### src/moesi_l1_coherence_controller_assert.svh
// Assertion macros shared by the MOESI L1 controller modules.
`ifndef MOESI_L1_COHERENCE_CONTROLLER_ASSERT_SVH
`define MOESI_L1_COHERENCE_CONTROLLER_ASSERT_SVH

// Check that a condition implies another in the same cycle.
`define MLC_ASSERT(lbl, ante, cons, msg) \
    lbl: assert property (@(posedge i_clk) disable iff (!i_rst_n) (ante) |-> (cons)) \
        else $error(msg);

// Check that a condition implies another in the following cycle.
`define MLC_ASSERT_NXT(lbl, ante, cons, msg) \
    lbl: assert property (@(posedge i_clk) disable iff (!i_rst_n) (ante) |=> (cons)) \
        else $error(msg);

`endif

### src/mlc_pkg.sv
// Shared constants, codes and item types of the MOESI L1 controller.
package mlc_pkg;

    localparam int LINE_W   = 34;
    localparam int ADDR_W   = 40;
    localparam int LEN_W    = 7;
    localparam int PORT_W   = 8;
    localparam int ARG_W    = 8;
    localparam int CMD_W    = 4;
    localparam int STATUS_W = 3;
    localparam int MTYPE_W  = 4;
    localparam int CHAN_W   = 2;
    localparam int CSTATE_W = 3;
    localparam int MSTATE_W = 4;
    localparam int ACK_W    = 8;

    localparam int IN_TDATA_W  = 96;
    localparam int OUT_TDATA_W = 64;

    localparam int DEF_SET_COUNT        = 64;
    localparam int DEF_WAY_COUNT        = 4;
    localparam int DEF_MISS_ENTRIES     = 8;
    localparam int DEF_LINE_OFFSET_BITS = 6;

    localparam int RES_FIFO_DEPTH = 4;

    // configuration register indexes
    localparam logic CFG_OWN_PORT    = 1'b0;
    localparam logic CFG_UPLINK_PORT = 1'b1;

    // commands
    localparam logic [CMD_W-1:0] CMD_LOAD       = 4'd0;
    localparam logic [CMD_W-1:0] CMD_STORE      = 4'd1;
    localparam logic [CMD_W-1:0] CMD_LOAD_RES   = 4'd2;
    localparam logic [CMD_W-1:0] CMD_STORE_COND = 4'd3;
    localparam logic [CMD_W-1:0] CMD_INVALID    = 4'd4;
    localparam logic [CMD_W-1:0] CMD_INV_ACK    = 4'd5;
    localparam logic [CMD_W-1:0] CMD_GETS_FWD   = 4'd6;
    localparam logic [CMD_W-1:0] CMD_GETM_FWD   = 4'd7;
    localparam logic [CMD_W-1:0] CMD_GETM_ACK   = 4'd8;
    localparam logic [CMD_W-1:0] CMD_GETS_RESP  = 4'd9;
    localparam logic [CMD_W-1:0] CMD_GETM_RESP  = 4'd10;
    localparam logic [CMD_W-1:0] CMD_MEM_RESP   = 4'd11;
    localparam logic [CMD_W-1:0] CMD_PUT_ACK    = 4'd12;

    // access status
    localparam logic [STATUS_W-1:0] ST_OK        = 3'd0;
    localparam logic [STATUS_W-1:0] ST_MISS      = 3'd1;
    localparam logic [STATUS_W-1:0] ST_BUSY      = 3'd2;
    localparam logic [STATUS_W-1:0] ST_UNALIGNED = 3'd3;
    localparam logic [STATUS_W-1:0] ST_COHERENCE = 3'd4;
    localparam logic [STATUS_W-1:0] ST_UNCOND    = 3'd5;
    localparam logic [STATUS_W-1:0] ST_NONE      = 3'd6;

    // stable line states
    localparam logic [CSTATE_W-1:0] CS_I = 3'd0;
    localparam logic [CSTATE_W-1:0] CS_S = 3'd1;
    localparam logic [CSTATE_W-1:0] CS_E = 3'd2;
    localparam logic [CSTATE_W-1:0] CS_O = 3'd3;
    localparam logic [CSTATE_W-1:0] CS_M = 3'd4;

    // miss entry transient states
    localparam logic [MSTATE_W-1:0] MS_FREE = 4'd0;
    localparam logic [MSTATE_W-1:0] MS_ITOS = 4'd1;
    localparam logic [MSTATE_W-1:0] MS_ITOM = 4'd2;
    localparam logic [MSTATE_W-1:0] MS_STOM = 4'd3;
    localparam logic [MSTATE_W-1:0] MS_OTOM = 4'd4;
    localparam logic [MSTATE_W-1:0] MS_ITOI = 4'd5;
    localparam logic [MSTATE_W-1:0] MS_STOI = 4'd6;
    localparam logic [MSTATE_W-1:0] MS_ETOI = 4'd7;
    localparam logic [MSTATE_W-1:0] MS_MTOI = 4'd8;
    localparam logic [MSTATE_W-1:0] MS_OTOI = 4'd9;

    // outgoing message types
    localparam logic [MTYPE_W-1:0] MT_GETS      = 4'd0;
    localparam logic [MTYPE_W-1:0] MT_GETM      = 4'd1;
    localparam logic [MTYPE_W-1:0] MT_INV_ACK   = 4'd2;
    localparam logic [MTYPE_W-1:0] MT_GETS_RESP = 4'd3;
    localparam logic [MTYPE_W-1:0] MT_GETM_RESP = 4'd4;
    localparam logic [MTYPE_W-1:0] MT_GET_ACK   = 4'd5;
    localparam logic [MTYPE_W-1:0] MT_PUTE      = 4'd6;
    localparam logic [MTYPE_W-1:0] MT_PUTM      = 4'd7;
    localparam logic [MTYPE_W-1:0] MT_PUTS      = 4'd8;
    localparam logic [MTYPE_W-1:0] MT_PUTO      = 4'd9;

    // channels
    localparam logic [CHAN_W-1:0] CH_REQ  = 2'd0;
    localparam logic [CHAN_W-1:0] CH_RESP = 2'd1;
    localparam logic [CHAN_W-1:0] CH_ACK  = 2'd2;

    typedef struct packed {
        logic [CMD_W-1:0]  command;
        logic [ADDR_W-1:0] access_address;
        logic [LEN_W-1:0]  access_length;
        logic [LINE_W-1:0] message_line;
        logic [ARG_W-1:0]  message_arg;
    } t_item;

    typedef struct packed {
        logic [MTYPE_W-1:0] send_type;
        logic [CHAN_W-1:0]  send_channel;
        logic [PORT_W-1:0]  send_port;
        logic [LINE_W-1:0]  send_line;
        logic [ARG_W-1:0]   send_arg;
        logic               with_line_data;
    } t_msg;

    typedef struct packed {
        logic [STATUS_W-1:0] status;
        logic                send_valid;
        t_msg                msg;
        logic                last;
    } t_result;

endpackage

### src/mlc_res_fifo.sv
// Result queue: takes up to two result items per cycle, hands out one per cycle while the reader is ready.
`include "moesi_l1_coherence_controller_assert.svh"

module mlc_res_fifo (
    input  logic             i_clk,
    input  logic             i_rst_n,
    input  logic [1:0]       i_push_cnt,
    input  mlc_pkg::t_result i_d0,
    input  mlc_pkg::t_result i_d1,
    output logic             o_space,
    output logic             o_valid,
    output mlc_pkg::t_result o_data,
    input  logic             i_ready
);

    localparam int DEPTH = mlc_pkg::RES_FIFO_DEPTH;
    localparam int PTR_W = $clog2(DEPTH);
    localparam int CNT_W = PTR_W + 1;

    mlc_pkg::t_result  r_mem [DEPTH];
    logic [PTR_W-1:0]  r_wp;
    logic [PTR_W-1:0]  r_rp;
    logic [CNT_W-1:0]  r_cnt;
    logic              pop;

    assign pop     = (r_cnt != '0) && i_ready;
    assign o_valid = (r_cnt != '0);
    assign o_data  = r_mem[r_rp];
    assign o_space = (r_cnt <= CNT_W'(DEPTH - 2));

    // store pushed items
    always_ff @(posedge i_clk) begin
        if (i_push_cnt != 2'd0) begin
            r_mem[r_wp] <= i_d0;
        end
        if (i_push_cnt == 2'd2) begin
            r_mem[r_wp + PTR_W'(1)] <= i_d1;
        end
    end

    // advance pointers and count
    always_ff @(posedge i_clk) begin
        if (!i_rst_n) begin
            r_wp  <= '0;
            r_rp  <= '0;
            r_cnt <= '0;
        end else begin
            r_wp  <= r_wp + PTR_W'(i_push_cnt);
            r_rp  <= r_rp + PTR_W'(pop);
            r_cnt <= r_cnt + CNT_W'(i_push_cnt) - CNT_W'(pop);
        end
    end

    `MLC_ASSERT(a_fifo_bound, 1'b1, r_cnt <= CNT_W'(DEPTH), "result queue count out of range")
    `MLC_ASSERT(a_fifo_room, i_push_cnt != 2'd0, o_space, "push into a full result queue")

endmodule

### config.mk
export PLATFORM = sky130hd
export DESIGN_NAME = mlc_res_fifo
export DESIGN_NICKNAME = d
export VERILOG_FILES = /design/src/mlc_pkg.sv /design/src/mlc_res_fifo.sv
export VERILOG_INCLUDE_DIRS = /design/src /design/src/src
export SDC_FILE = /design/constraint.sdc
export NUM_CORES = 1
export LEC_CHECK = 0
export BUFFER_PORTS_ARGS = -buffer_cell sky130_fd_sc_hd__buf_4
export CAP_MARGIN = 20
export CORE_MARGIN = 1
export CORE_UTILIZATION = 52
export CTS_CLUSTER_SIZE = 28
export DETAILED_ROUTE_END_ITERATION = 10
export PLACE_DENSITY = 0.79
export SLEW_MARGIN = 20
export SYNTH_ARGS = -nofsm -noshare
export SYNTH_HDL_FRONTEND = slang
export SYNTH_SLANG_ARGS = --single-unit
### constraint.sdc
create_clock -name i_clk -period 6.4 [get_ports i_clk]
set_input_delay 0.96 -clock i_clk [delete_from_list [all_inputs] [get_ports i_clk]]
set_output_delay 0.96 -clock i_clk [all_outputs]
set_load 0.02 [all_outputs]
==> qor.csv <==
stage,metric,value,unit
timing,tns,0,ps
logic_synthesis,synth_area,12400,um^2
critical_path,path_max_fanout,47,
place,gp_congestion,0.828,
clock_tree,cts_tree,done,
status,outcome,"complete, no violations",
clock_tree,root_buffer,clkbuf_16,
timing,max-slew-margin-rel,31.5,%
floorplanning,initial_core_util,52.9,%
pwr,p_per_area,323,nW/um^2
logic_synthesis,ys.flop_type,edfxtp_1,
clock_tree,postCtsSetupBuffers,0,
logic_synthesis,ys_seq_area_share,61.3,%
logic_synthesis,synth_cells,645,
critical_path,crit_type,reg -> out,
hold_path,hold_path_class,reg -> reg,
cells_and_area,fillers,1720,
clock_tree,htreeDepth,1,
pwr,p_leak,5.23,nW
cells_and_area,n_antenna_cell,0,
global_routing,overflow,0,
critical_path,cpMostUsedCell,buf_4,
run,drv_cap,0,
critical_path,path_buf_inv,2,
route,drt_first_pass_iters,4,
clock_tree,path_clk_slew,60,ps
cells_and_area,instances_no_fill,1173,
logic_synthesis,ys_types,29,
pwr,irDropWorstVdd,201,uV
global_routing,grt_pass1_vias,7415,
critical_path,cp.required,5440,ps
route,wl_per_cell,23.6,um
cells_and_area,regArea,7590,um^2
logic_synthesis,synth_nets,778,
timing,post-route-period-util,59.0,%
critical_path,cp_top_family,flip-flops,
critical_path,slowest_delay,1010,ps
critical_path,path_cells,"buf_4, mux4_2, buf_4",
place,port_buffers,192,
route,routed_wl,27700,um
cells_and_area,syn_to_final_growth,20.9,%
logic_synthesis,avgSynthCellArea,19.2,um^2
floorplanning,die_x,156,um
clock_tree,cts_buffer_depth,3,
timing,fin_hold_ws,705,ps
global_routing,grt_pass1_wl,42300,um
route,via_count,6849,
logic_synthesis,yosys_warnings,0,
timing,rsz0062_at_grt,false,
timing,final-max-slew-violation-count,0,
global_routing,grt_max_degree,65,
critical_path,slowest_stage,dfxtp_4,
logic_synthesis,ys_seq_elements,255,
timing,min_period,3780,ps
cells_and_area,finish.utilization,63.9,%
timing,setup_viol,0,
timing,tightest_slew,1030,ps
cells_and_area,fin_nets,969,
cells_and_area,multiInputGateArea,4560,um^2
route,routed_via_density,5.84,
clock_tree,clk_latency,520,ps
route,drc,0,
timing,max_freq,0.265,GHz
place,dp_hpwl,16600,um
logic_synthesis,synth-edff-count,248,
logic_synthesis,ys_top_cells_by_area,"edfxtp_1 60%, mux2_2 22%, mux4_2 11%, dfxtp_1 1.1%, buf_4 0.73%",
route,antenna_left,0,
floorplanning,die_h,156,um
floorplanning,ios,193,
floorplanning,floorplan.rows,56,
clock_tree,cts_hold_repair.buffers,0,
critical_path,arrival,2820,ps
logic_synthesis,synthTopCellsByCount,"248 x edfxtp_1, 243 x mux2_2, 62 x mux4_2",
clock_tree,post_cts_resized,0,
critical_path,end_kind,output port,
floorplanning,core_area,23400,um^2
clock_tree,numClockSinks,255,
global_routing,antenna_found_initial,0,
logic_synthesis,synth_top_area_share,60.2,%
logic_synthesis,synthArstFlopShare,0,%
logic_synthesis,synth_most_common_cell,edfxtp_1,
critical_path,critPathLaunchType,flop,
timing,hold_viol_final,0,
cells_and_area,layout-drive-gt1-share,64.6,%
place,dp.cells,1126,
floorplanning,dieArea,24400,um^2
route,dr.first_iter.drc_count,420,
timing,finClkSkew,4.72,ps
global_routing,grtUsageTotal,23.2,%
clock_tree,cts_made_buffers,27,
logic_synthesis,yosysTopAreaCell,edfxtp_1,
[worst min-delay path, stage by stage, from the launching register on]
cell	delay (ps)
dfxtp_1	390
o31ai_1	140
mux2i_1	130
[logic make-up (layout without fill, tap and decap cells)]
| kind of cell | Yosys count | after routing | share of synthesized area [%] |
|---|---|---|---|
| AND/OR/NAND/NOR | 17 | 17 | 0.981 |
| flip-flops | 255 | 255 | 61.3 |
| XOR/XNOR | 2 | 2 | 0.364 |
| buffers and inverters | 47 | 256 | 2.38 |
| AO/OA/AOI/OAI | 6 | 6 | 0.334 |
| adder cells (fa/ha/maj) | 4 | 4 | 0.465 |
| multiplexers | 314 | 314 | 34.2 |
[routing by layer]
layer	GRT usage (%)	part of all wire, %	vias to the layer above
li1	-	-	3028
met1	28.6	40	3541
met2	41.6	51	241
met3	4.62	7.0	39
met4	5.84	2.2	0
met5	0	0	-
[final timing paths]
| kind | slack [ps] | cells after the start | startpoint | to |
|---|---|---|---|---|
| setup / recovery | 2620 | 3 | r_rp[0]$_SDFF_PN0_ | o_data[8] |
| hold / removal | 700 | 2 | r_cnt[1]$_SDFF_PN0_ | r_rp[0]$_SDFF_PN0_ |
| setup reg to reg | 3770 | 3 | r_wp[1]$_SDFF_PN0_ | r_mem[2][6]$_DFFE_PP_ |
| hold reg to reg | 700 | 2 | r_cnt[1]$_SDFF_PN0_ | r_rp[0]$_SDFF_PN0_ |
[cell type report]
class                           count  share of cell area (%)
Clock buffer                       33                    4.67
Sequential cell                   255                    50.8
Multi-Input combinational cell    343                    30.5
Timing Repair Buffer              205                    10.6
Tap cell                          319                    2.67
Inverter                            4                   0.100
Clock inverter                     14                   0.761
[report_power, final]
part | total [mW] | internal, mW | switching, mW
clock network | 1.46 | 0.848 | 0.611
logic | 1.19 | 0.616 | 0.571
registers | 2.19 | 2.05 | 0.139
total | 4.84 | 3.52 | 1.32
[cell usage in the layout, fill, tap and decap left out]
cell         n
a21oi_1      1
clkbuf_16   27
fa_1         1
edfxtp_1   248
or3_1        1
clkinv_4     1
bufinv_16    2
nand2_1      2
o21bai_4     1
mux2i_1      4
inv_1        4
mux2_2     243
buf_16       2
xnor3_1      2
nand2b_1     2
nor2_4       2
clkbuf_1     6
dfxtp_4      2
nor2b_1      2
clkinv_2     3
nand4b_1     1
dfxtp_1      5
nor4b_4      1
nor2_1       1
buf_4      203
mux4_2      62
mux2_1       5
ha_1         3
o21ai_4      1
o21bai_1     1
o31ai_1      1
clkinv_1     8
o311ai_0     1
and2_1       3
nor4bb_4     2
[per-stage QoR]
stage               power, mW  instance area, um^2  setup slack (ps)
finish                   4.84                15000              2620
floorplan                2.94                12400               267
global placement         3.38                14100              3090
global route             5.01                15000              2430
detailed placement       3.43                14100              3090
CTS                      4.88                15000              2530
[registers in the layout (all words and copies together) (netlist names)]
register,count
r_cnt,3
r_wp,2
r_mem,248
r_rp,2
No activity file was read; power rests on OpenSTA's default activity.
