===== src/moesi_l1_coherence_controller_assert.svh =====
// Assertion macros shared by the MOESI L1 controller modules.
`ifndef MOESI_L1_COHERENCE_CONTROLLER_ASSERT_SVH
`define MOESI_L1_COHERENCE_CONTROLLER_ASSERT_SVH

// Check that a condition implies another in the same cycle.
`define MLC_ASSERT(lbl, ante, cons, msg) \
    lbl: assert property (@(posedge i_clk) disable iff (!i_rst_n) (ante) |-> (cons)) \
        else $error(msg);

// Check that a condition implies another in the following cycle.
`define MLC_ASSERT_NXT(lbl, ante, cons, msg) \
    lbl: assert property (@(posedge i_clk) disable iff (!i_rst_n) (ante) |=> (cons)) \
        else $error(msg);

`endif


===== src/mlc_pkg.sv =====
// Shared constants, codes and item types of the MOESI L1 controller.
package mlc_pkg;

    localparam int LINE_W   = 34;
    localparam int ADDR_W   = 40;
    localparam int LEN_W    = 7;
    localparam int PORT_W   = 8;
    localparam int ARG_W    = 8;
    localparam int CMD_W    = 4;
    localparam int STATUS_W = 3;
    localparam int MTYPE_W  = 4;
    localparam int CHAN_W   = 2;
    localparam int CSTATE_W = 3;
    localparam int MSTATE_W = 4;
    localparam int ACK_W    = 8;

    localparam int IN_TDATA_W  = 96;
    localparam int OUT_TDATA_W = 64;

    localparam int DEF_SET_COUNT        = 64;
    localparam int DEF_WAY_COUNT        = 4;
    localparam int DEF_MISS_ENTRIES     = 8;
    localparam int DEF_LINE_OFFSET_BITS = 6;

    localparam int RES_FIFO_DEPTH = 4;

    // configuration register indexes
    localparam logic CFG_OWN_PORT    = 1'b0;
    localparam logic CFG_UPLINK_PORT = 1'b1;

    // commands
    localparam logic [CMD_W-1:0] CMD_LOAD       = 4'd0;
    localparam logic [CMD_W-1:0] CMD_STORE      = 4'd1;
    localparam logic [CMD_W-1:0] CMD_LOAD_RES   = 4'd2;
    localparam logic [CMD_W-1:0] CMD_STORE_COND = 4'd3;
    localparam logic [CMD_W-1:0] CMD_INVALID    = 4'd4;
    localparam logic [CMD_W-1:0] CMD_INV_ACK    = 4'd5;
    localparam logic [CMD_W-1:0] CMD_GETS_FWD   = 4'd6;
    localparam logic [CMD_W-1:0] CMD_GETM_FWD   = 4'd7;
    localparam logic [CMD_W-1:0] CMD_GETM_ACK   = 4'd8;
    localparam logic [CMD_W-1:0] CMD_GETS_RESP  = 4'd9;
    localparam logic [CMD_W-1:0] CMD_GETM_RESP  = 4'd10;
    localparam logic [CMD_W-1:0] CMD_MEM_RESP   = 4'd11;
    localparam logic [CMD_W-1:0] CMD_PUT_ACK    = 4'd12;

    // access status
    localparam logic [STATUS_W-1:0] ST_OK        = 3'd0;
    localparam logic [STATUS_W-1:0] ST_MISS      = 3'd1;
    localparam logic [STATUS_W-1:0] ST_BUSY      = 3'd2;
    localparam logic [STATUS_W-1:0] ST_UNALIGNED = 3'd3;
    localparam logic [STATUS_W-1:0] ST_COHERENCE = 3'd4;
    localparam logic [STATUS_W-1:0] ST_UNCOND    = 3'd5;
    localparam logic [STATUS_W-1:0] ST_NONE      = 3'd6;

    // stable line states
    localparam logic [CSTATE_W-1:0] CS_I = 3'd0;
    localparam logic [CSTATE_W-1:0] CS_S = 3'd1;
    localparam logic [CSTATE_W-1:0] CS_E = 3'd2;
    localparam logic [CSTATE_W-1:0] CS_O = 3'd3;
    localparam logic [CSTATE_W-1:0] CS_M = 3'd4;

    // miss entry transient states
    localparam logic [MSTATE_W-1:0] MS_FREE = 4'd0;
    localparam logic [MSTATE_W-1:0] MS_ITOS = 4'd1;
    localparam logic [MSTATE_W-1:0] MS_ITOM = 4'd2;
    localparam logic [MSTATE_W-1:0] MS_STOM = 4'd3;
    localparam logic [MSTATE_W-1:0] MS_OTOM = 4'd4;
    localparam logic [MSTATE_W-1:0] MS_ITOI = 4'd5;
    localparam logic [MSTATE_W-1:0] MS_STOI = 4'd6;
    localparam logic [MSTATE_W-1:0] MS_ETOI = 4'd7;
    localparam logic [MSTATE_W-1:0] MS_MTOI = 4'd8;
    localparam logic [MSTATE_W-1:0] MS_OTOI = 4'd9;

    // outgoing message types
    localparam logic [MTYPE_W-1:0] MT_GETS      = 4'd0;
    localparam logic [MTYPE_W-1:0] MT_GETM      = 4'd1;
    localparam logic [MTYPE_W-1:0] MT_INV_ACK   = 4'd2;
    localparam logic [MTYPE_W-1:0] MT_GETS_RESP = 4'd3;
    localparam logic [MTYPE_W-1:0] MT_GETM_RESP = 4'd4;
    localparam logic [MTYPE_W-1:0] MT_GET_ACK   = 4'd5;
    localparam logic [MTYPE_W-1:0] MT_PUTE      = 4'd6;
    localparam logic [MTYPE_W-1:0] MT_PUTM      = 4'd7;
    localparam logic [MTYPE_W-1:0] MT_PUTS      = 4'd8;
    localparam logic [MTYPE_W-1:0] MT_PUTO      = 4'd9;

    // channels
    localparam logic [CHAN_W-1:0] CH_REQ  = 2'd0;
    localparam logic [CHAN_W-1:0] CH_RESP = 2'd1;
    localparam logic [CHAN_W-1:0] CH_ACK  = 2'd2;

    typedef struct packed {
        logic [CMD_W-1:0]  command;
        logic [ADDR_W-1:0] access_address;
        logic [LEN_W-1:0]  access_length;
        logic [LINE_W-1:0] message_line;
        logic [ARG_W-1:0]  message_arg;
    } t_item;

    typedef struct packed {
        logic [MTYPE_W-1:0] send_type;
        logic [CHAN_W-1:0]  send_channel;
        logic [PORT_W-1:0]  send_port;
        logic [LINE_W-1:0]  send_line;
        logic [ARG_W-1:0]   send_arg;
        logic               with_line_data;
    } t_msg;

    typedef struct packed {
        logic [STATUS_W-1:0] status;
        logic                send_valid;
        t_msg                msg;
        logic                last;
    } t_result;

endpackage


===== src/mlc_engine.sv =====
// Protocol engine: tag lookup, LRU, miss table and reservation, one item per pass.
`include "moesi_l1_coherence_controller_assert.svh"

module mlc_engine #(
    parameter int SET_COUNT        = mlc_pkg::DEF_SET_COUNT,
    parameter int WAY_COUNT        = mlc_pkg::DEF_WAY_COUNT,
    parameter int MISS_ENTRIES     = mlc_pkg::DEF_MISS_ENTRIES,
    parameter int LINE_OFFSET_BITS = mlc_pkg::DEF_LINE_OFFSET_BITS,
    localparam int SLOG  = $clog2(SET_COUNT),
    localparam int TAG_W = mlc_pkg::LINE_W - SLOG,
    localparam int RK_W  = (WAY_COUNT > 1) ? $clog2(WAY_COUNT) : 1,
    localparam int ROW_W = WAY_COUNT * (TAG_W + mlc_pkg::CSTATE_W + RK_W)
) (
    input  logic                          i_clk,
    input  logic                          i_rst_n,
    input  logic                          i_commit,
    input  mlc_pkg::t_item                i_item,
    input  logic [mlc_pkg::PORT_W-1:0]    i_own_port,
    input  logic [mlc_pkg::PORT_W-1:0]    i_uplink_port,
    input  logic [ROW_W-1:0]              i_row,
    input  logic                          i_row_vld,
    output logic [ROW_W-1:0]              o_wr_row,
    output mlc_pkg::t_result              o_res0,
    output mlc_pkg::t_result              o_res1,
    output logic [1:0]                    o_res_cnt
);

    localparam int LW   = mlc_pkg::LINE_W;
    localparam int CW   = mlc_pkg::CSTATE_W;
    localparam int MW   = mlc_pkg::MSTATE_W;
    localparam int AW   = mlc_pkg::ACK_W;
    localparam int WAY_W = RK_W;
    localparam int E_W  = (MISS_ENTRIES > 1) ? $clog2(MISS_ENTRIES) : 1;
    localparam int SOFF = WAY_COUNT * TAG_W;
    localparam int ROFF = WAY_COUNT * (TAG_W + CW);
    localparam logic [RK_W-1:0] TOP_RANK = RK_W'(WAY_COUNT - 1);

    // miss table and reservation
    logic [LW-1:0]                r_ml [MISS_ENTRIES];
    logic [MW-1:0]                r_ms [MISS_ENTRIES];
    logic [AW-1:0]                r_ar [MISS_ENTRIES];
    logic [AW-1:0]                r_an [MISS_ENTRIES];
    logic [MISS_ENTRIES-1:0]      r_ak;
    logic [MISS_ENTRIES-1:0]      r_da;
    logic                         r_rv;
    logic [mlc_pkg::ADDR_W-1:0]   r_ra;

    logic [LW-1:0]                n_ml [MISS_ENTRIES];
    logic [MW-1:0]                n_ms [MISS_ENTRIES];
    logic [AW-1:0]                n_ar [MISS_ENTRIES];
    logic [AW-1:0]                n_an [MISS_ENTRIES];
    logic [MISS_ENTRIES-1:0]      n_ak;
    logic [MISS_ENTRIES-1:0]      n_da;
    logic                         n_rv;
    logic [mlc_pkg::ADDR_W-1:0]   n_ra;

    // row view
    logic [TAG_W-1:0] c_tag [WAY_COUNT];
    logic [CW-1:0]    c_st  [WAY_COUNT];
    logic [RK_W-1:0]  c_rk  [WAY_COUNT];
    logic [TAG_W-1:0] w_tag [WAY_COUNT];
    logic [CW-1:0]    w_st  [WAY_COUNT];
    logic [RK_W-1:0]  w_rk  [WAY_COUNT];

    logic [mlc_pkg::CMD_W-1:0] cmd;
    logic [LW-1:0]    line;
    logic [LW-1:0]    set_part;
    logic [TAG_W-1:0] tag;
    logic [8:0]       end_off;
    logic             crossing;
    logic             hit;
    logic [WAY_W-1:0] hidx;
    logic             fw_ok;
    logic [WAY_W-1:0] fidx;
    logic [WAY_W-1:0] vidx;
    logic             e_hit;
    logic [E_W-1:0]   eidx;
    logic             ef_ok;
    logic [E_W-1:0]   efidx;
    logic [MW-1:0]    s;
    logic             is_load;
    logic             is_store;
    logic             wait_ack;
    logic [MW-1:0]    alloc_st;
    logic             fwd_st;
    logic [mlc_pkg::STATUS_W-1:0] status;
    logic             prim_v;
    mlc_pkg::t_msg    prim;
    logic             put_v;
    mlc_pkg::t_msg    put;
    logic             inst;
    logic [CW-1:0]    inst_st;
    logic [LW-1:0]    old_line;
    logic             touch_en;
    logic [WAY_W-1:0] touch_way;
    logic [RK_W-1:0]  touch_r;
    mlc_pkg::t_result res_none;

    // unpack the row, an unwritten row reads as all invalid with rank zero
    always_comb begin
        for (int w = 0; w < WAY_COUNT; w++) begin
            c_tag[w] = i_row[w*TAG_W +: TAG_W];
            c_st[w]  = i_row_vld ? i_row[SOFF + w*CW +: CW] : mlc_pkg::CS_I;
            c_rk[w]  = i_row_vld ? i_row[ROFF + w*RK_W +: RK_W] : '0;
        end
    end

    // lookups: line, ways and miss entries in parallel
    always_comb begin
        cmd = i_item.command;
        if (cmd <= mlc_pkg::CMD_STORE_COND) begin
            line = LW'(i_item.access_address >> LINE_OFFSET_BITS);
        end else begin
            line = i_item.message_line;
        end
        tag      = TAG_W'(line >> SLOG);
        set_part = line & LW'(SET_COUNT - 1);
        end_off  = 9'(i_item.access_address[LINE_OFFSET_BITS-1:0])
                 + 9'(i_item.access_length) - 9'd1;
        crossing = (i_item.access_length != '0) && ((end_off >> LINE_OFFSET_BITS) != 9'd0);

        hit  = 1'b0;
        hidx = '0;
        fw_ok = 1'b0;
        fidx = '0;
        for (int w = WAY_COUNT - 1; w >= 0; w--) begin
            if (c_st[w] != mlc_pkg::CS_I && c_tag[w] == tag) begin
                hit  = 1'b1;
                hidx = WAY_W'(w);
            end
            if (c_st[w] == mlc_pkg::CS_I) begin
                fw_ok = 1'b1;
                fidx  = WAY_W'(w);
            end
        end
        // victim: highest rank, lowest way on a tie
        vidx = '0;
        for (int w = 1; w < WAY_COUNT; w++) begin
            if (c_rk[w] > c_rk[vidx]) begin
                vidx = WAY_W'(w);
            end
        end

        e_hit = 1'b0;
        eidx  = '0;
        ef_ok = 1'b0;
        efidx = '0;
        for (int e = MISS_ENTRIES - 1; e >= 0; e--) begin
            if (r_ms[e] != mlc_pkg::MS_FREE && r_ml[e] == line) begin
                e_hit = 1'b1;
                eidx  = E_W'(e);
            end
            if (r_ms[e] == mlc_pkg::MS_FREE) begin
                ef_ok = 1'b1;
                efidx = E_W'(e);
            end
        end
        s = e_hit ? r_ms[eidx] : mlc_pkg::MS_FREE;
    end

    // protocol actions
    always_comb begin
        for (int w = 0; w < WAY_COUNT; w++) begin
            w_tag[w] = c_tag[w];
            w_st[w]  = c_st[w];
            w_rk[w]  = c_rk[w];
        end
        for (int e = 0; e < MISS_ENTRIES; e++) begin
            n_ml[e] = r_ml[e];
            n_ms[e] = r_ms[e];
            n_ar[e] = r_ar[e];
            n_an[e] = r_an[e];
        end
        n_ak = r_ak;
        n_da = r_da;
        n_rv = r_rv;
        n_ra = r_ra;

        status    = mlc_pkg::ST_NONE;
        prim_v    = 1'b0;
        prim      = '0;
        put_v     = 1'b0;
        put       = '0;
        inst      = 1'b0;
        inst_st   = mlc_pkg::CS_M;
        touch_en  = 1'b0;
        touch_way = hidx;
        touch_r   = c_rk[hidx];
        wait_ack  = 1'b0;
        alloc_st  = mlc_pkg::MS_ITOM;
        old_line  = '0;
        fwd_st    = (s == mlc_pkg::MS_STOM) || (s == mlc_pkg::MS_MTOI)
                 || (s == mlc_pkg::MS_STOI) || (s == mlc_pkg::MS_ETOI)
                 || (s == mlc_pkg::MS_OTOM) || (s == mlc_pkg::MS_OTOI);

        is_load  = (cmd == mlc_pkg::CMD_LOAD) || (cmd == mlc_pkg::CMD_LOAD_RES);
        is_store = (cmd == mlc_pkg::CMD_STORE)
                || ((cmd == mlc_pkg::CMD_STORE_COND) && r_rv
                    && (r_ra == i_item.access_address));

        if (is_load) begin
            if (crossing) begin
                status = mlc_pkg::ST_UNALIGNED;
            end else if (hit) begin
                touch_en = 1'b1;
                status   = mlc_pkg::ST_OK;
            end else if (e_hit) begin
                if (s == mlc_pkg::MS_STOM || s == mlc_pkg::MS_OTOM) begin
                    status = mlc_pkg::ST_OK;
                end else if (s == mlc_pkg::MS_ITOM || s == mlc_pkg::MS_ITOS) begin
                    status = mlc_pkg::ST_MISS;
                end else begin
                    status = mlc_pkg::ST_COHERENCE;
                end
            end else if (!ef_ok) begin
                status = mlc_pkg::ST_BUSY;
            end else begin
                n_ml[efidx] = line;
                n_ms[efidx] = mlc_pkg::MS_ITOS;
                n_ar[efidx] = '0;
                n_an[efidx] = '0;
                n_ak[efidx] = 1'b0;
                n_da[efidx] = 1'b0;
                prim_v = 1'b1;
                prim   = '{mlc_pkg::MT_GETS, mlc_pkg::CH_REQ, i_uplink_port, line,
                           i_own_port, 1'b0};
                status = mlc_pkg::ST_MISS;
            end
            // load-reserved sets the reservation on success
            if (cmd == mlc_pkg::CMD_LOAD_RES && status == mlc_pkg::ST_OK) begin
                n_rv = 1'b1;
                n_ra = i_item.access_address;
            end
        end else if (is_store) begin
            if (crossing) begin
                status = mlc_pkg::ST_UNALIGNED;
            end else begin
                touch_en = hit;
                if (hit && (c_st[hidx] == mlc_pkg::CS_E || c_st[hidx] == mlc_pkg::CS_M)) begin
                    w_st[hidx] = mlc_pkg::CS_M;
                    n_rv       = 1'b0;
                    status     = mlc_pkg::ST_OK;
                end else if (e_hit) begin
                    if (s == mlc_pkg::MS_STOM || s == mlc_pkg::MS_OTOM
                        || s == mlc_pkg::MS_ITOM) begin
                        status = mlc_pkg::ST_MISS;
                    end else begin
                        status = mlc_pkg::ST_COHERENCE;
                    end
                end else if (!ef_ok) begin
                    status = mlc_pkg::ST_BUSY;
                end else begin
                    if (hit) begin
                        alloc_st = (c_st[hidx] == mlc_pkg::CS_O) ? mlc_pkg::MS_OTOM
                                                                 : mlc_pkg::MS_STOM;
                        w_st[hidx] = mlc_pkg::CS_I;
                    end
                    n_ml[efidx] = line;
                    n_ms[efidx] = alloc_st;
                    n_ar[efidx] = '0;
                    n_an[efidx] = '0;
                    n_ak[efidx] = 1'b0;
                    n_da[efidx] = 1'b0;
                    prim_v = 1'b1;
                    prim   = '{mlc_pkg::MT_GETM, mlc_pkg::CH_REQ, i_uplink_port, line,
                               i_own_port, 1'b0};
                    status = mlc_pkg::ST_MISS;
                end
            end
        end else if (cmd == mlc_pkg::CMD_STORE_COND) begin
            status = mlc_pkg::ST_UNCOND;
        end else begin
            case (cmd)
                mlc_pkg::CMD_INVALID: begin
                    if (e_hit && (s == mlc_pkg::MS_ITOS || s == mlc_pkg::MS_ETOI
                                  || s == mlc_pkg::MS_ITOI)) begin
                        status = mlc_pkg::ST_COHERENCE;
                    end else begin
                        prim_v = 1'b1;
                        prim   = '{mlc_pkg::MT_INV_ACK, mlc_pkg::CH_ACK,
                                   i_item.message_arg, line, '0, 1'b0};
                        if (hit) begin
                            w_st[hidx] = mlc_pkg::CS_I;
                        end
                        if (e_hit) begin
                            n_ms[eidx] = (s == mlc_pkg::MS_STOI || s == mlc_pkg::MS_MTOI
                                          || s == mlc_pkg::MS_OTOI) ? mlc_pkg::MS_ITOI
                                                                    : mlc_pkg::MS_ITOM;
                        end
                        if (r_rv && line == LW'(r_ra >> LINE_OFFSET_BITS)) begin
                            n_rv = 1'b0;
                        end
                    end
                end
                mlc_pkg::CMD_INV_ACK: begin
                    if (!e_hit) begin
                        status = mlc_pkg::ST_COHERENCE;
                    end else if (s == mlc_pkg::MS_ITOM || s == mlc_pkg::MS_STOM
                                 || s == mlc_pkg::MS_OTOM) begin
                        wait_ack = !r_ak[eidx] || (r_an[eidx] != r_ar[eidx] + AW'(1))
                                || (s == mlc_pkg::MS_ITOM && !r_da[eidx]);
                        if (wait_ack) begin
                            n_ar[eidx] = r_ar[eidx] + AW'(1);
                        end else begin
                            prim_v  = 1'b1;
                            prim    = '{mlc_pkg::MT_GET_ACK, mlc_pkg::CH_ACK, i_uplink_port,
                                        line, i_own_port, 1'b0};
                            inst    = 1'b1;
                            inst_st = mlc_pkg::CS_M;
                        end
                    end
                end
                mlc_pkg::CMD_GETS_FWD, mlc_pkg::CMD_GETM_FWD: begin
                    if (hit == (e_hit && fwd_st)) begin
                        status = mlc_pkg::ST_COHERENCE;
                    end else if (cmd == mlc_pkg::CMD_GETS_FWD) begin
                        prim_v = 1'b1;
                        prim   = '{mlc_pkg::MT_GETS_RESP, mlc_pkg::CH_RESP,
                                   i_item.message_arg, line, 8'd1, 1'b1};
                        if (hit) begin
                            w_st[hidx] = mlc_pkg::CS_O;
                        end else if (s == mlc_pkg::MS_MTOI || s == mlc_pkg::MS_ETOI
                                     || s == mlc_pkg::MS_STOI) begin
                            n_ms[eidx] = mlc_pkg::MS_OTOI;
                        end
                    end else begin
                        prim_v = 1'b1;
                        prim   = '{mlc_pkg::MT_GETM_RESP, mlc_pkg::CH_RESP,
                                   i_item.message_arg, line, 8'd0, 1'b1};
                        if (hit) begin
                            w_st[hidx] = mlc_pkg::CS_I;
                        end else begin
                            n_ms[eidx] = (s == mlc_pkg::MS_STOM || s == mlc_pkg::MS_OTOM)
                                       ? mlc_pkg::MS_ITOM : mlc_pkg::MS_ITOI;
                        end
                    end
                end
                mlc_pkg::CMD_GETM_ACK: begin
                    if (!e_hit) begin
                        status = mlc_pkg::ST_COHERENCE;
                    end else if (s == mlc_pkg::MS_ITOM || s == mlc_pkg::MS_STOM
                                 || s == mlc_pkg::MS_OTOM) begin
                        wait_ack = (i_item.message_arg != r_ar[eidx])
                                || (s == mlc_pkg::MS_ITOM && !r_da[eidx]);
                        if (wait_ack) begin
                            n_ak[eidx] = 1'b1;
                            n_an[eidx] = i_item.message_arg;
                        end else begin
                            prim_v  = 1'b1;
                            prim    = '{mlc_pkg::MT_GET_ACK, mlc_pkg::CH_ACK, i_uplink_port,
                                        line, i_own_port, 1'b0};
                            inst    = 1'b1;
                            inst_st = mlc_pkg::CS_M;
                        end
                    end
                end
                mlc_pkg::CMD_GETS_RESP: begin
                    if (!e_hit || s != mlc_pkg::MS_ITOS) begin
                        status = mlc_pkg::ST_COHERENCE;
                    end else begin
                        prim_v  = (i_item.message_arg != '0);
                        prim    = '{mlc_pkg::MT_GET_ACK, mlc_pkg::CH_ACK, i_uplink_port,
                                    line, i_own_port, 1'b0};
                        inst    = 1'b1;
                        inst_st = prim_v ? mlc_pkg::CS_S : mlc_pkg::CS_E;
                    end
                end
                mlc_pkg::CMD_GETM_RESP: begin
                    if (!e_hit || s != mlc_pkg::MS_ITOM) begin
                        status = mlc_pkg::ST_COHERENCE;
                    end else if (i_item.message_arg == '0
                                 && (!r_ak[eidx] || r_an[eidx] != r_ar[eidx])) begin
                        n_da[eidx] = 1'b1;
                    end else begin
                        prim_v  = (i_item.message_arg == '0);
                        prim    = '{mlc_pkg::MT_GET_ACK, mlc_pkg::CH_ACK, i_uplink_port,
                                    line, i_own_port, 1'b0};
                        inst    = 1'b1;
                        inst_st = mlc_pkg::CS_M;
                    end
                end
                mlc_pkg::CMD_MEM_RESP: begin
                    if (!e_hit || (s != mlc_pkg::MS_ITOM && s != mlc_pkg::MS_ITOS)) begin
                        status = mlc_pkg::ST_COHERENCE;
                    end else begin
                        prim_v  = 1'b1;
                        prim    = '{mlc_pkg::MT_GET_ACK, mlc_pkg::CH_ACK, i_uplink_port,
                                    line, i_own_port, 1'b0};
                        inst    = 1'b1;
                        inst_st = (s == mlc_pkg::MS_ITOM) ? mlc_pkg::CS_M : mlc_pkg::CS_E;
                    end
                end
                mlc_pkg::CMD_PUT_ACK: begin
                    if (!e_hit || !(s == mlc_pkg::MS_ITOI || s == mlc_pkg::MS_MTOI
                                    || s == mlc_pkg::MS_STOI || s == mlc_pkg::MS_ETOI
                                    || s == mlc_pkg::MS_OTOI)) begin
                        status = mlc_pkg::ST_COHERENCE;
                    end else begin
                        n_ms[eidx] = mlc_pkg::MS_FREE;
                    end
                end
                default: begin
                    status = mlc_pkg::ST_NONE;
                end
            endcase
        end

        // fill the line: in place, into a free way, or over the LRU victim
        if (inst) begin
            touch_en = 1'b1;
            if (hit) begin
                w_st[hidx] = inst_st;
                n_ms[eidx] = mlc_pkg::MS_FREE;
            end else if (fw_ok) begin
                w_tag[fidx] = tag;
                w_st[fidx]  = inst_st;
                touch_way   = fidx;
                touch_r     = TOP_RANK;
                n_ms[eidx]  = mlc_pkg::MS_FREE;
            end else begin
                old_line    = (LW'(c_tag[vidx]) << SLOG) | set_part;
                w_tag[vidx] = tag;
                w_st[vidx]  = inst_st;
                touch_way   = vidx;
                touch_r     = c_rk[vidx];
                n_ml[eidx]  = old_line;
                n_ar[eidx]  = '0;
                n_an[eidx]  = '0;
                n_ak[eidx]  = 1'b0;
                n_da[eidx]  = 1'b0;
                put_v = 1'b1;
                if (c_st[vidx] == mlc_pkg::CS_E) begin
                    n_ms[eidx] = mlc_pkg::MS_ETOI;
                    put = '{mlc_pkg::MT_PUTE, mlc_pkg::CH_REQ, i_uplink_port, old_line,
                            i_own_port, 1'b0};
                end else if (c_st[vidx] == mlc_pkg::CS_M) begin
                    n_ms[eidx] = mlc_pkg::MS_MTOI;
                    put = '{mlc_pkg::MT_PUTM, mlc_pkg::CH_REQ, i_uplink_port, old_line,
                            i_own_port, 1'b1};
                end else if (c_st[vidx] == mlc_pkg::CS_O) begin
                    n_ms[eidx] = mlc_pkg::MS_OTOI;
                    put = '{mlc_pkg::MT_PUTO, mlc_pkg::CH_REQ, i_uplink_port, old_line,
                            i_own_port, 1'b1};
                end else begin
                    n_ms[eidx] = mlc_pkg::MS_STOI;
                    put = '{mlc_pkg::MT_PUTS, mlc_pkg::CH_REQ, i_uplink_port, old_line,
                            i_own_port, 1'b0};
                end
            end
        end

        // age the set around the touched way
        if (touch_en) begin
            for (int w = 0; w < WAY_COUNT; w++) begin
                if (WAY_W'(w) == touch_way) begin
                    w_rk[w] = '0;
                end else if (c_rk[w] < touch_r && c_rk[w] < TOP_RANK) begin
                    w_rk[w] = c_rk[w] + RK_W'(1);
                end
            end
        end
    end

    // pack the row for write-back
    always_comb begin
        o_wr_row = '0;
        for (int w = 0; w < WAY_COUNT; w++) begin
            o_wr_row[w*TAG_W +: TAG_W]       = w_tag[w];
            o_wr_row[SOFF + w*CW +: CW]      = w_st[w];
            o_wr_row[ROFF + w*RK_W +: RK_W]  = w_rk[w];
        end
    end

    // form result items, the fill's eviction message follows the primary one
    always_comb begin
        res_none = '{status, 1'b0, '0, 1'b1};
        o_res0   = res_none;
        o_res1   = res_none;
        o_res_cnt = 2'd1;
        if (prim_v && put_v) begin
            o_res0    = '{status, 1'b1, prim, 1'b0};
            o_res1    = '{status, 1'b1, put, 1'b1};
            o_res_cnt = 2'd2;
        end else if (prim_v) begin
            o_res0 = '{status, 1'b1, prim, 1'b1};
        end else if (put_v) begin
            o_res0 = '{status, 1'b1, put, 1'b1};
        end
    end

    // miss entry payload
    always_ff @(posedge i_clk) begin
        if (i_commit) begin
            for (int e = 0; e < MISS_ENTRIES; e++) begin
                r_ml[e] <= n_ml[e];
            end
            r_ra <= n_ra;
        end
    end

    // miss entry control and reservation
    always_ff @(posedge i_clk) begin
        if (!i_rst_n) begin
            for (int e = 0; e < MISS_ENTRIES; e++) begin
                r_ms[e] <= mlc_pkg::MS_FREE;
                r_ar[e] <= '0;
                r_an[e] <= '0;
            end
            r_ak <= '0;
            r_da <= '0;
            r_rv <= 1'b0;
        end else if (i_commit) begin
            for (int e = 0; e < MISS_ENTRIES; e++) begin
                r_ms[e] <= n_ms[e];
                r_ar[e] <= n_ar[e];
                r_an[e] <= n_an[e];
            end
            r_ak <= n_ak;
            r_da <= n_da;
            r_rv <= n_rv;
        end
    end

    `MLC_ASSERT(a_two_msgs, i_commit && (o_res_cnt == 2'd2), o_res0.send_valid && o_res1.send_valid && !o_res0.last, "two results without two messages")
    `MLC_ASSERT(a_evict_fill, put_v, inst && !hit && !fw_ok, "eviction outside a fill of a full set")

endmodule


===== config.mk =====
export PLATFORM = sky130hd
export DESIGN_NAME = mlc_engine
export DESIGN_NICKNAME = d
export VERILOG_FILES = /design/src/mlc_pkg.sv /design/src/mlc_engine.sv
export VERILOG_INCLUDE_DIRS = /design/src /design/src/src
export SDC_FILE = /design/constraint.sdc
export NUM_CORES = 2
export LEC_CHECK = 0
export BUFFER_PORTS_ARGS = -buffer_cell sky130_fd_sc_hd__buf_2
export CAP_MARGIN = 20
export CORE_ASPECT_RATIO = 1.75
export CORE_MARGIN = 5
export CORE_UTILIZATION = 54
export DETAILED_ROUTE_END_ITERATION = 12
export PLACE_DENSITY = 0.7
export SYNTH_ARGS = -nofsm -noshare
export SYNTH_HDL_FRONTEND = slang
export SYNTH_SLANG_ARGS = --single-unit

===== constraint.sdc =====
create_clock -name i_clk -period 11.2 [get_ports i_clk]
set_input_delay 1.68 -clock i_clk [delete_from_list [all_inputs] [get_ports i_clk]]
set_output_delay 1.68 -clock i_clk [all_outputs]
set_load 0.02 [all_outputs]

==> results.yml, run 1 <==
floorplanning:
  die-height_um: 393
  ioPinCount: 503
  rows: 140
  initial_core_util_pct: 54.4
  fp.dieW_um: 229
yosys:
  synth_top_area_share_pct: 31.3
  ys_seq_area_share_pct: 32.0
  synth_edf_count: 472
  synth-seq-cells: 489
  syn_area_per_cell_um2: 7.67
  synthFlopType: "edfxtp_1"
  yosysWarnings: 0
  syn_inst: 5908
  async_flop_share_pct: 0
  synth_top_cell_by_area: "edfxtp_1"
  synth_area_um2: 45300
  yosysUniqueCellTypes: 117
  yosysMostFrequentCell: "nand2_1"
  synth_commonest_cells: "nand2_1 (937), o21ai_0 (786), edfxtp_1 (472)"
  ys_top_cells_by_area: "edfxtp_1 (31%), o21ai_0 (8.7%), nand2_1 (7.8%), a21oi_1 (4.5%), xnor2_1 (3.4%)"
global_route:
  gr-total-overflow: 1382
  grt_max_degree: 89
  grt_pass1_wl_mm: 533
  track_usage_pct: 79.2
  first_global_vias: 63100
status:
  stop_stage: "global routing (5_1_grt)"
  status: "did not finish"
  error: "[ERROR GRT-0116] Global routing finished with congestion. Check the congestion regions in the DRC Viewer."
clock_tree:
  clock_sinks: 489
  htreeDepth: 2
  cts_made_buffers: 50
  cts-root-buf: "clkbuf_16"
  cts_setup_buffers: 0
  ctsLongestPathBuffers: 3
place:
  place_congestion: 1.36
  io_buffer_count: 499
  dp_hpwl_mm: 248
-- timing repair --
item                       CTS
hold buffers                 0
setup endpoints to repair    6
gates resized for setup      1
-- metal layers --
| metal | GRT usage, % | overflow |
|---|---|---|
| met5 | 35.0 | 3 |
| met3 | 61.4 | 36 |
| met4 | 80.5 | 519 |
| met2 | 97.1 | 791 |
| met1 | 78.7 | 33 |
-- logic make-up after synthesis --
family                   count (synthesis)  share of synthesized area (%)
XOR/XNOR                               295                           5.72
flip-flops                             489                           32.0
multiplexers                            93                           2.09
adder cells (fa/ha/maj)                 28                          0.773
AO/OA/AOI/OAI                         2000                           27.6
AND/OR/NAND/NOR                       2390                           26.0
buffers and inverters                  611                           5.72
other                                    2                         0.0166
-- metrics by stage --
step | setup WS [ps] | std cells | setup TNS [ps] | instance area, um2
after floorplan | 1390 | 5909 | 0 | 45300
after global placement | -15.7 | 7410 | -15.7 | 50400
after detailed placement | -30.1 | 7412 | -61.1 | 50400
after CTS | 5.73 | 7506 | 0 | 52200
==> inputs of run 2 (changes only) <==
CORE_ASPECT_RATIO = not set   (was 1.75)
CORE_UTILIZATION = 39   (was 54)
PLACE_DENSITY = not set   (was 0.7)
PLACE_DENSITY_LB_ADDON = 0.15   (was not set)
==> results.yml, run 2 <==
clock_tree:
  cts_tree: "done"
  htreeDepth: 2
  holdBufCountCts: 0
  cts-root-buf: "clkbuf_16"
  clock_sinks: 489
  cts_made_buffers: 61
  ctsLongestPathBuffers: 3
  clk_pin_slew_ps: 60
  insertion_delay_ps: 740
floorplanning:
  ioPinCount: 503
  dieArea_um2: 123000
  fp.dieW_um: 351
  initial_core_util_pct: 39.1
  rows: 125
  die-height_um: 351
  coreArea_um2: 116000
timing:
  period_minus_slack_ps: 11440
  fin_crit_sh_pct: 102
  fin_ws_ps: -235
  worst_pin_slew_ps: 1300
  skew_ps: 53.5
  hold_viol: 0
  slew_headroom_pct: 13.5
  maxSlewViolCount: 0
  setup_viol: 9
  fmax_ghz: 0.0875
  finalSetupTns_ps: -591
  rsz0062_at_grt: "true"
pwr:
  pwr-share-clk_pct: 29.8
  p_leak_nw: 21.6
  p_switching_mw: 2.98
  p_per_area_nw_per_um2: 126
  p_sw_share_pct: 44.0
  internal_power_mw: 3.80
  fin_total_pwr_mw: 6.77
  vdd_drop_max_mv: 0.136
  combPwrFrac_pct: 36.5
  power_frac_seq_pct: 33.7
setup_path:
  worstSetupPathType: "in -> out"
  arrival_ps: 9760
  critPathMaxFanout: 21
  startpoint_type: "input pin"
  rrSetupSlack_ps: 2510
  endpoint_kind: "output port"
  required_ps: 9520
cells_and_area:
  final_cell_mix: "nand2_1 (929), o21ai_0 (780), buf_2 (496)"
  postLayoutCellArea_um2: 53900
  layout_commonest_cell: "nand2_1"
  fin_nets: 6730
  layout-drive-gt1-share_pct: 19.1
  top_regs: "r_ml x272, r_an x64, r_ar x64"
  area_delta_synth_final_pct: 18.9
  largest-register: "r_ml"
  largest_reg_flops: 272
yosys:
  syn_inst: 5908
  yosysWarnings: 0
  syn_area_per_cell_um2: 7.67
  synth_top_area_share_pct: 31.3
  synth_edf_count: 472
  synth_top_cell_by_area: "edfxtp_1"
  synth-seq-cells: 489
  synthFlopType: "edfxtp_1"
  yosysUniqueCellTypes: 117
  ys_top_cells_by_area: "edfxtp_1 (31%), o21ai_0 (8.7%), nand2_1 (7.8%), a21oi_1 (4.5%), xnor2_1 (3.4%)"
  synth_commonest_cells: "nand2_1 (937), o21ai_0 (786), edfxtp_1 (472)"
  synth_area_um2: 45300
  ys_seq_area_share_pct: 32.0
  yosysMostFrequentCell: "nand2_1"
  async_flop_share_pct: 0
place:
  post_dp_cell_area_um2: 51500
  dp_hpwl_mm: 261
  place_congestion: 1.15
  io_buffer_count: 499
job:
  drv_cap: 0
drt:
  wire_per_inst_um: 42.8
  detail-route-antenna-nets: 0
  vias: 58800
  drtIter0Drc: 11400
  vias_per_cell: 7.27
  drt-pass1-iter-count: 9
  drc_errors: 0
  finalWirelength_mm: 346
global_route:
  grt_pass1_wl_mm: 455
  first_global_vias: 52200
  antenna_found_initial: 52
  grt_max_degree: 84
  gr-total-overflow: 0
  track_usage_pct: 53.7
status:
  violations: "setup timing"
  status: "finished, violations left"
min_path:
  min_path_type: "reg -> reg"
## run 2: cell counts after synthesis
No cell type changed its count.
## run 2: cell type report
cell class | instances | area (um2)
Inverter | 138 | 528
Antenna cell | 60 | 150
Timing Repair Buffer | 957 | 6190
Sequential cell | 489 | 14500
Multi-Input combinational cell | 4810 | 28600
Clock inverter | 37 | 342
Fill cell | 11700 | 61900
Tap cell | 1524 | 1910
Clock buffer | 73 | 1570
## run 2: cell families after synthesis
| family | share of synthesized area [%] |
|---|---|
| adders and majority gates | 0.773 |
| AOI/OAI and AO/OA | 27.6 |
| buffers and inverters | 5.72 |
| other | 0.0166 |
| muxes | 2.09 |
| xor gates and xnor gates | 5.72 |
| and+or+nand+nor | 26.0 |
| DFF | 32.0 |
## run 2: per-stage QoR
| stage | worst slack, ps | std cells | utilization [%] | hold slack [ps] |
|---|---|---|---|---|
| final | -235 | 8088 | 46.5 | 456 |
| after global routing | -81.9 | 8045 | 46.4 | 515 |
| after CTS | 42.0 | 8020 | 46.2 | 462 |
| after detailed placement | -299 | 7908 | 44.5 | 448 |
| after global placement | -328 | 7908 | 44.5 | 441 |
| after floorplan | 1390 | 5909 | - | 424 |
## run 2: final timing paths
path,end,depth (start not counted),start
setup reg to reg,r_ml[1][0],25,r_ml[0][128]
setup / recovery,o_res0[34],24,i_item[64]
hold reg to reg,r_da[0],2,r_da[0]
hold / removal,r_da[0],2,r_da[0]
## run 2: repair_timing
action                     4_1_cts  5_1_grt
setup buffers                    1        1
resized for setup                7       25
pin swaps                        2        1
setup endpoints to repair       18       34
gates cloned                     1        0
## run 2: power groups by stage
stage	clock network [mW]	registers, mW	logic, mW
after floorplan	0	2.23	0.923
after global placement	0	2.30	2.21
after CTS	2.00	2.26	2.22
after detailed placement	0	2.30	2.21
after global routing	2.07	2.28	2.41
final	2.02	2.28	2.47
## run 2: worst max-delay path, cell delays in order
cell       delay, ps
buf_2            280
or3b_1           390
and2_1           540
o2bb2ai_1        280
or4b_1           720
or4_1            810
o21ai_4          410
nor3_2           230
nand2_1          140
buf_4            160
o221ai_1         150
a2111oi_1        600
buf_4            230
nor2_1            70
or2_2            340
a22o_1           240
a32oi_1          520
and3b_1          360
buf_4            340
buf_4            220
o21ai_0          110
a21oi_1          490
buf_4            200
buf_2            150
## run 2: layer usage
| layer | global-route usage (%) | vias up | part of all wire (%) |
|---|---|---|---|
| met2 | 72.1 | 6140 | 38 |
| li1 | - | 23100 | - |
| met1 | 64.9 | 27900 | 35 |
| met5 | 4.08 | - | 0.28 |
| met4 | 39.7 | 44 | 9.6 |
| met3 | 27.2 | 1589 | 17 |
No activity file was read; power rests on OpenSTA's default activity.
